===== src/hw/rtl/xcfr_pkg.sv =====
// Package for the xor-checked frame receiver: header characters, phase and
// result kind codes, and the result word type. Depends on nothing.
`timescale 1ns / 1ps
`default_nettype none

package xcfr_pkg;

   // Header characters
   localparam logic [7:0] CH_DOLLAR = 8'h24;
   localparam logic [7:0] CH_B      = 8'h42;
   localparam logic [7:0] CH_GT     = 8'h3E;
   localparam logic [7:0] CH_LT     = 8'h3C;

   // Receiver phase, one-hot
   typedef enum logic [3:0] {
      PH_HUNT = 4'b0001,
      PH_LEN  = 4'b0010,
      PH_ID   = 4'b0100,
      PH_DATA = 4'b1000
   } phase_type;

   // Result kinds
   typedef enum logic [1:0] {
      KIND_PAYLOAD = 2'd0,
      KIND_ACCEPT  = 2'd1,
      KIND_REJECT  = 2'd2
   } kind_type;

   // One result word
   typedef struct packed {
      kind_type   kind;
      logic [7:0] data;
      logic [7:0] byte_index;
      logic [7:0] message_id;
      logic [7:0] payload_length;
      logic       direction;
   } result_type;

endpackage

`default_nettype wire


===== src/hw/rtl/xcfr_parser.sv =====
// Frame parser: header hunt, length/id capture, payload tagging and XOR check.
// Depends on xcfr_pkg.
`timescale 1ns / 1ps
`default_nettype none

module xcfr_parser (
   input  wire logic               clock,
   input  wire logic               reset,
   input  wire logic               byte_valid,
   input  wire logic [7:0]         rx_byte,
   output logic                    res_valid,
   output xcfr_pkg::result_type    res
);
   import xcfr_pkg::*;

   phase_type  phase_ff, phase_in;
   logic [1:0] hdr_ff, hdr_in;
   logic [7:0] left_ff, left_in;
   logic [7:0] id_ff, id_in;
   logic [7:0] len_ff, len_in;
   logic       dir_ff, dir_in;
   logic [7:0] xor_ff, xor_in;
   logic [7:0] pos_ff, pos_in;

   // Next state and result for the byte on the input
   always_comb begin
      phase_in  = phase_ff;
      hdr_in    = hdr_ff;
      left_in   = left_ff;
      id_in     = id_ff;
      len_in    = len_ff;
      dir_in    = dir_ff;
      xor_in    = xor_ff;
      pos_in    = pos_ff;
      res_valid = 1'b0;
      res.kind           = KIND_PAYLOAD;
      res.data           = rx_byte;
      res.byte_index     = pos_ff;
      res.message_id     = id_ff;
      res.payload_length = len_ff;
      res.direction      = dir_ff;

      unique case (phase_ff)
         PH_LEN: begin
            len_in   = rx_byte;
            left_in  = rx_byte;
            xor_in   = rx_byte;
            pos_in   = 8'd0;
            phase_in = PH_ID;
         end
         PH_ID: begin
            id_in    = rx_byte;
            xor_in   = xor_ff ^ rx_byte;
            phase_in = PH_DATA;
         end
         PH_DATA: begin
            res_valid = byte_valid;
            if (left_ff == 8'd0) begin
               // checksum byte closes the frame
               res.kind       = (xor_ff == rx_byte) ? KIND_ACCEPT : KIND_REJECT;
               res.byte_index = 8'd0;
               phase_in       = PH_HUNT;
               hdr_in         = 2'd0;
            end else begin
               xor_in  = xor_ff ^ rx_byte;
               pos_in  = pos_ff + 8'd1;
               left_in = left_ff - 8'd1;
            end
         end
         default: begin
            // sliding header match, restarting on '$'
            priority if (hdr_ff == 2'd2 && (rx_byte == CH_GT || rx_byte == CH_LT)) begin
               dir_in   = (rx_byte == CH_LT);
               hdr_in   = 2'd0;
               phase_in = PH_LEN;
            end else if (hdr_ff == 2'd1 && rx_byte == CH_B) begin
               hdr_in = 2'd2;
            end else if (rx_byte == CH_DOLLAR) begin
               hdr_in = 2'd1;
            end else begin
               hdr_in = 2'd0;
            end
         end
      endcase
   end

   // State registers, updated once per consumed byte
   always_ff @(posedge clock) begin
      if (reset) begin
         phase_ff <= PH_HUNT;
         hdr_ff   <= 2'd0;
         left_ff  <= 8'd0;
         id_ff    <= 8'd0;
         len_ff   <= 8'd0;
         dir_ff   <= 1'b0;
         xor_ff   <= 8'd0;
         pos_ff   <= 8'd0;
      end else if (byte_valid) begin
         phase_ff <= phase_in;
         hdr_ff   <= hdr_in;
         left_ff  <= left_in;
         id_ff    <= id_in;
         len_ff   <= len_in;
         dir_ff   <= dir_in;
         xor_ff   <= xor_in;
         pos_ff   <= pos_in;
      end
   end

endmodule

`default_nettype wire


===== src/hw/rtl/xcfr_out_stage.sv =====
// Result register with valid/ready towards the consumer.
// Depends on xcfr_pkg.
`timescale 1ns / 1ps
`default_nettype none

module xcfr_out_stage (
   input  wire logic                  clock,
   input  wire logic                  reset,
   input  wire logic                  res_valid,
   input  wire xcfr_pkg::result_type  res,
   output logic                       load_ok,
   output logic                       out_valid,
   input  wire logic                  out_ready,
   output xcfr_pkg::result_type       out_word
);
   import xcfr_pkg::*;

   logic       valid_ff, valid_in;
   result_type word_ff;

   // Register is free when empty or being drained this cycle
   assign load_ok  = !valid_ff || out_ready;
   assign valid_in = res_valid ? 1'b1 : (valid_ff && !out_ready);

   always_ff @(posedge clock) begin
      if (reset) begin
         valid_ff <= 1'b0;
      end else begin
         valid_ff <= valid_in;
      end
   end

   // Payload needs no reset
   always_ff @(posedge clock) begin
      if (res_valid) begin
         word_ff <= res;
      end
   end

   assign out_valid = valid_ff;
   assign out_word  = word_ff;

endmodule

`default_nettype wire


===== src/hw/rtl/xor_checked_frame_receiver_core.sv =====
// Top level of the xor-checked frame receiver: input register, parser and
// result register. Depends on xcfr_pkg, xcfr_parser and xcfr_out_stage.
//
//   channel  dir  ports                                   word
//   req      in   req_valid / req_ready                   req_rx_byte
//   rsp      out  rsp_valid / rsp_ready                   rsp_kind .. rsp_direction
//
// One byte is taken per cycle while the result register is not stalled;
// a result passes through the input register and then the result register.
// Reset clears the header hunt, the frame state and both valid flags.
// A stalled result register holds the input register, which then holds req.
`timescale 1ns / 1ps
`default_nettype none

module xor_checked_frame_receiver_core (
   input  wire logic       clock,
   input  wire logic       reset,
   input  wire logic       req_valid,
   output logic            req_ready,
   input  wire logic [7:0] req_rx_byte,
   output logic            rsp_valid,
   input  wire logic       rsp_ready,
   output logic [1:0]      rsp_kind,
   output logic [7:0]      rsp_data,
   output logic [7:0]      rsp_byte_index,
   output logic [7:0]      rsp_message_id,
   output logic [7:0]      rsp_payload_length,
   output logic            rsp_direction
);
   import xcfr_pkg::*;

   logic       in_valid_ff, in_valid_in;
   logic [7:0] in_byte_ff;
   logic       advance;
   logic       load_ok;
   logic       res_valid;
   result_type res;
   result_type out_word;

   // Input word moves on when the result register can take a result
   assign advance     = in_valid_ff && load_ok;
   assign req_ready   = !in_valid_ff || advance;
   assign in_valid_in = (req_valid && req_ready) ? 1'b1 : (in_valid_ff && !advance);

   always_ff @(posedge clock) begin
      if (reset) begin
         in_valid_ff <= 1'b0;
      end else begin
         in_valid_ff <= in_valid_in;
      end
   end

   always_ff @(posedge clock) begin
      if (req_valid && req_ready) begin
         in_byte_ff <= req_rx_byte;
      end
   end

   xcfr_parser u_parser (
      .clock      (clock),
      .reset      (reset),
      .byte_valid (advance),
      .rx_byte    (in_byte_ff),
      .res_valid  (res_valid),
      .res        (res)
   );

   xcfr_out_stage u_out (
      .clock     (clock),
      .reset     (reset),
      .res_valid (res_valid),
      .res       (res),
      .load_ok   (load_ok),
      .out_valid (rsp_valid),
      .out_ready (rsp_ready),
      .out_word  (out_word)
   );

   assign rsp_kind           = out_word.kind;
   assign rsp_data           = out_word.data;
   assign rsp_byte_index     = out_word.byte_index;
   assign rsp_message_id     = out_word.message_id;
   assign rsp_payload_length = out_word.payload_length;
   assign rsp_direction      = out_word.direction;

endmodule

`default_nettype wire


===== config.mk =====
export PLATFORM = sky130hd
export DESIGN_NAME = xor_checked_frame_receiver_core
export DESIGN_NICKNAME = d
export VERILOG_FILES = /design/src/hw/rtl/xcfr_pkg.sv /design/src/hw/rtl/xcfr_parser.sv /design/src/hw/rtl/xcfr_out_stage.sv /design/src/hw/rtl/xor_checked_frame_receiver_core.sv
export SDC_FILE = /design/constraint.sdc
export NUM_CORES = 1
export LEC_CHECK = 0
export BUFFER_PORTS_ARGS = -buffer_cell sky130_fd_sc_hd__buf_2
export CORE_MARGIN = 1.5
export CORE_UTILIZATION = 52
export DETAILED_ROUTE_END_ITERATION = 10
export HOLD_SLACK_MARGIN = 0.12
export PLACE_DENSITY = 0.75
export SLEW_MARGIN = 20
export SYNTH_ARGS = -nofsm -noshare
export SYNTH_HDL_FRONTEND = slang
export SYNTH_HIERARCHICAL = 1
export SYNTH_SLANG_ARGS = --single-unit

===== constraint.sdc =====
create_clock -name clock -period 3.21 [get_ports clock]
set_input_delay 0.1605 -clock clock [delete_from_list [all_inputs] [get_ports clock]]
set_output_delay 0.1605 -clock clock [all_outputs]
set_load 0.01 [all_outputs]

* Word-level counts from Yosys, hierarchy flattened
Cells that the tools add are included. Widths: inputs -> output; s select.
Storage, ports and cells: output and inout port bits 37, bits in registers 92, bits of input ports 12
Operators by class: multiplexer cells 20, equal/unequal tests 12, reduce and logical (&&, ||, !) cells 27, bitwise logic cells 3, add/subtract/negate cells 2
Operator list (number):
- $mux 8 | 5
- $pmux 8 s2 | 2
- $eq 8x6->1 const B | 3
- $pmux 8 s3 | 1
- $reduce_and 3->1 | 5
- $pmux 4 s3 | 1
- $add 8x1->8 const B | 1
- $eq 8x7->1 const B | 1
- $eq 8x8->1 | 1
- $logic_not 8->1 | 1
- $mux 2 | 4
- $mux 4 | 2
- $sub 8x1->8 const B | 1
- $xor 8x8->8 | 1
- $logic_and 1x1->1 | 6
- $reduce_and 2->1 | 3
- $eq 4x2->1 const B | 1
- $eq 4x3->1 const B | 1
- $eq 4x4->1 const B | 1
- $logic_not 1->1 | 4
- $mux 1 | 4
- $pmux 2 s2 | 1
- $reduce_bool 4->1 | 1
- $logic_or 1x1->1 | 3
- other kinds (9) | 10

* Depth between registers and ports, before layout
depth after elaboration 6, depth in mapped cells 9, depth with buffers taken out 7

* Cells and area by module
Netlist, hierarchy kept.
Modules (own cells, without submodules):
- xcfr_parser | times used 1, sequential area each 940.9 um^2, cells an instance 329, area an instance 2591.2 um^2
- xcfr_out_stage | times used 1, sequential area each 1071.0 um^2, cells an instance 39, area an instance 1097.3 um^2
- xor_checked_frame_receiver_core | times used 1, sequential area each 260.2 um^2, cells an instance 14, area an instance 302.8 um^2

* Worst setup path after synthesis
Ideal clock, no wire load.
path type register to register, from register u_parser.phase_ff[2], to register u_out.word_ff (netlist bit u_out/out_word[0]), enable pin, arrival 2807 ps, clock period less this slack 3236 ps, cell stages (with the launch flop) 6, path slack -26 ps, setup time 429 ps, required time 2781 ps, path through dfxtp_1 -> buf_2 -> or4b_1 -> buf_6 -> clkbuf_1 -> nor2_1
Between the ends: word-level cells in the longest chain between the ends 2
Ends and longest elaborated chain:
- from (decl) | line xcfr_parser.sv:16 | phase_type phase_ff, phase_in;
- from (signal assigned) | line xcfr_parser.sv:99 | phase_ff <= phase_in;
- $eq 4x4->1 | line xcfr_parser.sv:43 | unique case (phase_ff)
- $mux 1 | line xcfr_parser.sv:43
- named net res_valid | line xor_checked_frame_receiver_core.sv:36 | logic res_valid;
- to (signal assigned) | line xcfr_out_stage.sv:36 | word_ff <= res;
- to (decl) | line xcfr_out_stage.sv:19 | result_type word_ff;
The timed path passes the listed nets, and every way through them passes these cells. A chain may end at the register's enable or synchronous reset.

* Worst setup path after layout
from register u_parser.phase_ff[1], to register u_parser.pos_ff[7]
Between the ends: word-level cells in the longest chain between the ends 3
Ends and longest elaborated chain:
- $eq 4x4->1 / $eq 4x2->1 (equally long branches) | line xcfr_parser.sv:43
- $ne 2x2->1 (no line) / $reduce_bool 2->1 (equally long branches)
- $reduce_and 3->1 (no line)
- to (signal assigned) | line xcfr_parser.sv:106 | pos_ff <= pos_in;
- to (decl) | line xcfr_parser.sv:23 | logic [7:0] pos_ff, pos_in;
Parallel ways exist; a longest one is shown, timed or not.

==> impl_metrics.py <==
metrics = {
    "outcome": {
        "outcome": "finished, final reports clean",
    },
    "routing": {
        "drtIter0Drc": 218,
        "first_pass_iters": 5,
        "wl_per_cell_um": 15.8,
        "vias": 2923,
        "antenna_left": 0,
        "drc": 0,
        "wirelength_mm": 8.24,
        "viasPerCell": 5.59,
    },
    "logic_synthesis": {
        "synth.most_common_cell": "dfxtp_1",
        "ys_warn_count": 6,
        "synth.area.top_cells": "edfxtp_1 (32%), dfxtp_1 (25%), nor2_1 (4.0%)",
        "synth.distinct_cells": 59,
        "synth_edf_count": 43,
        "syn_inst": 382,
        "ys_async_sr_fraction_pct": 0,
        "syn_area_per_cell_um2": 10.4,
        "syn_nets": 397,
        "yosys-top-cells-count": "dfxtp_1 (49), edfxtp_1 (43), nor2_1 (43)",
        "ys_dominant_reg_cell": "dfxtp_1",
        "synth_top_area_share_pct": 32.4,
        "yosys.area.top_type": "edfxtp_1",
        "synth-seq-area-share_pct": 56.9,
        "synth_area_um2": 3990,
        "ys_ff_latch": 92,
    },
    "timing": {
        "setup_viol": 0,
        "hold_viol": 0,
        "grt_setup_unrepaired": "no",
        "drv_slew": 0,
        "tightest_slew_ns": 0.723,
        "period_needed_ns": 2.43,
        "period_share_pct": 75.8,
        "max_freq_mhz": 411,
        "slew_headroom_pct": 51.2,
        "setup_tns_ns": 0,
        "skew_ns": 0.00866,
    },
    "critical_path": {
        "cpPeakStageDelay_ns": 0.61,
        "cp_max_fo": 19,
        "crit_family": "simple AND/OR/NAND/NOR gates",
        "worst_ep_required_time_ns": 3.51,
        "worstSetupPathType": "reg -> reg",
        "cp.arrival_ns": 2.73,
        "r2r_setup_slack_ns": 0.78,
        "reg2reg_to": "u_parser/pos_ff[7]",
        "reg2reg_from": "u_parser/phase_ff[1]",
        "crit_chain": "or4b_1 -> or3_4 -> nand3_2 -> or4_1 -> a21oi_2",
        "worstSetupEndpointType": "flop",
        "reg2regPathDepth": 5,
        "path_buf_inv": 0,
        "startpoint_type": "flop",
        "cp_slowest_cell": "or4b_1",
    },
    "power_and_ir_drop": {
        "p_leak_nw": 1.59,
        "swShare_pct": 21.2,
        "finalPower_w": 0.00215,
        "internal_power_w": 0.00170,
        "power_switching_w": 0.000455,
        "ir_worst_vdd_mv": 0.338,
        "seq_power_share_pct": 58.3,
        "comb_power_share_pct": 2.5,
        "powerDensity_nw_per_um2": 477,
        "p_clk_share_pct": 39.2,
    },
    "min_path": {
        "hold_end": "u_parser/id_ff[7]",
        "holdCritStartpoint": "reset",
        "holdCritPathClass": "in -> reg",
        "holdPathStages": 3,
    },
    "clock_network": {
        "cts_root_buffer": "clkbuf_8",
        "cts.clk_slew.worst_paths_ns": 0.09,
        "postCtsSetupBuffers": 0,
        "cts_max_level": 3,
        "cts_made_buffers": 9,
        "ctsHoldBuffers": 10,
        "cts_sinks": 92,
        "worstSkewPairLatency_ns": 0.36,
        "cts-resized-gates": 0,
        "cts_tree": "yes",
        "clock_path_buffers": 2,
    },
    "global_route": {
        "grt_use_total_pct": 21.2,
        "grt_pass1_wl_mm": 13.5,
        "grt_max_degree": 45,
        "overflow": 0,
        "antenna_found_initial": 0,
        "first_global_vias": 2801,
    },
    "cells_and_area": {
        "nets": 434,
        "diodes": 0,
        "final_cells": 523,
        "area_growth_pct": 13.1,
        "drive_above_1_share_pct": 20.3,
        "fillers": 612,
    },
    "placed_design": {
        "dp_hpwl_mm": 5.32,
        "place.gp.congestion": 0.896,
        "port-buffer-count": 48,
        "dp_cells": 497,
    },
    "floorplanning": {
        "num_io_pins": 49,
        "fp.dieArea_um2": 8210,
        "die_w_um": 90.6,
        "coreArea_um2": 7330,
        "initial_core_util_pct": 54.4,
        "die_h_um": 90.6,
        "rows": 31,
    },
    "run": {
        "drv_cap": 0,
    },
}
## worst max-delay path by stage
stage	slack, ns	to	from	cells past startpoint
2_1_floorplan	0.56	u_out/out_word[0]	u_parser/phase_ff[2]	5
5_1_grt	0.65	u_parser/xor_ff[6]	u_parser/left_ff[1]	7
3_5_place_dp	0.83	u_parser/pos_ff[7]	u_parser/phase_ff[1]	5
6_report	0.78	u_parser/pos_ff[7]	u_parser/phase_ff[1]	5
4_1_cts	0.81	u_parser/pos_ff[7]	u_parser/phase_ff[1]	5
3_3_place_gp	0.91	u_parser/pos_ff[2]	u_parser/phase_ff[1]	5
## per-stage QoR
step                      setup WS, ns  hold WS [ns]  utilization, %  cell area [um^2]
final                            0.777         0.377            61.6              4520
after global routing             0.648         0.380            61.6              4520
after CTS                        0.805         0.366            61.6              4520
after detailed placement         0.835         0.339            57.3              4200
after global placement           0.914         0.338            57.3              4200
after floorplan                  0.564         0.223               -              3990
## layer usage
layer | global-route usage, % | vias up | wire (um)
met5 | 0 | - | 0
met4 | 8.07 | 0 | 161
met3 | 4.97 | 13 | 583
met2 | 34.6 | 122 | 3900
met1 | 27.3 | 1370 | 3590
li1 | - | 1418 | -
## cell families (layout without fill, tap and decap cells)
kind of cell	count (synthesis)	in the layout	synth area share, %
compound gates	79	79	12.1
xor+xnor	14	14	3.07
fa+ha+maj	3	3	0.941
buf+inv	45	87	5.99
flops	92	92	56.9
mux	9	9	2.26
simple gates	140	140	18.7
## worst min-delay path, delay by kind of cell
kind,cells,cell delay (ns)
buffers and inverters,2,0.39
AND/OR/NAND/NOR,1,0.14
## cell type report
type,count,area [um^2],area share [%]
Clock buffer,11,131,2.91
Sequential cell,92,2270,50.3
Timing Repair Buffer,62,383,8.48
Multi-Input combinational cell,245,1490,32.9
Clock inverter,5,83.8,1.86
Tap cell,99,124,2.74
Inverter,9,33.8,0.748
## power by group through the flow
stage	Sequential, W	Combinational (W)	Clock, W
after global routing	0.00126	0.0000587	0.000896
final	0.00126	0.0000537	0.000843
after global placement	0.00128	0.0000435	0
after detailed placement	0.00128	0.0000436	0
after CTS	0.00126	0.0000532	0.000852
after floorplan	0.00126	0.0000534	0
## registers in the layout, indices dropped and copies added, names as in the netlist
register,flops
in_valid_ff,1
u_parser/id_ff,8
u_parser/xor_ff,8
u_parser/pos_ff,8
u_parser/hdr_ff,2
u_out/out_word,35
in_byte_ff,8
u_parser/phase_ff,4
u_parser/len_ff,8
u_parser/dir_ff,1
u_parser/left_ff,8
u_out/out_valid,1
## layout by cell type (no fill, tap or decap), drive strengths merged, types with 2 or more instances in the layout
cell         Yosys  layout
a31o             2       2
o2111ai          2       2
o21ai           19      19
nor2b            2       2
and3             3       3
and2            10      10
o211ai           7       7
a21oi           32      32
nand4            6       6
dlygate4sd3      0      10
nand3b           3       3
nor2            43      43
nand2b           3       3
mux2i            9       9
clkinvlp         0       2
ha               3       3
dfxtp           49      49
nor3             6       6
clkbuf          17      11
or4b             3       3
xor2             2       2
or3              4       4
buf             19      52
xnor2           12      12
nor4             4       4
o31ai            2       2
inv              9      10
nand3           11      11
nand2           34      34
o21a             2       2
edfxtp          43      43
bufinv           0       2
or4              2       2
a31oi            5       5
(Power assumes the default switching activity.)
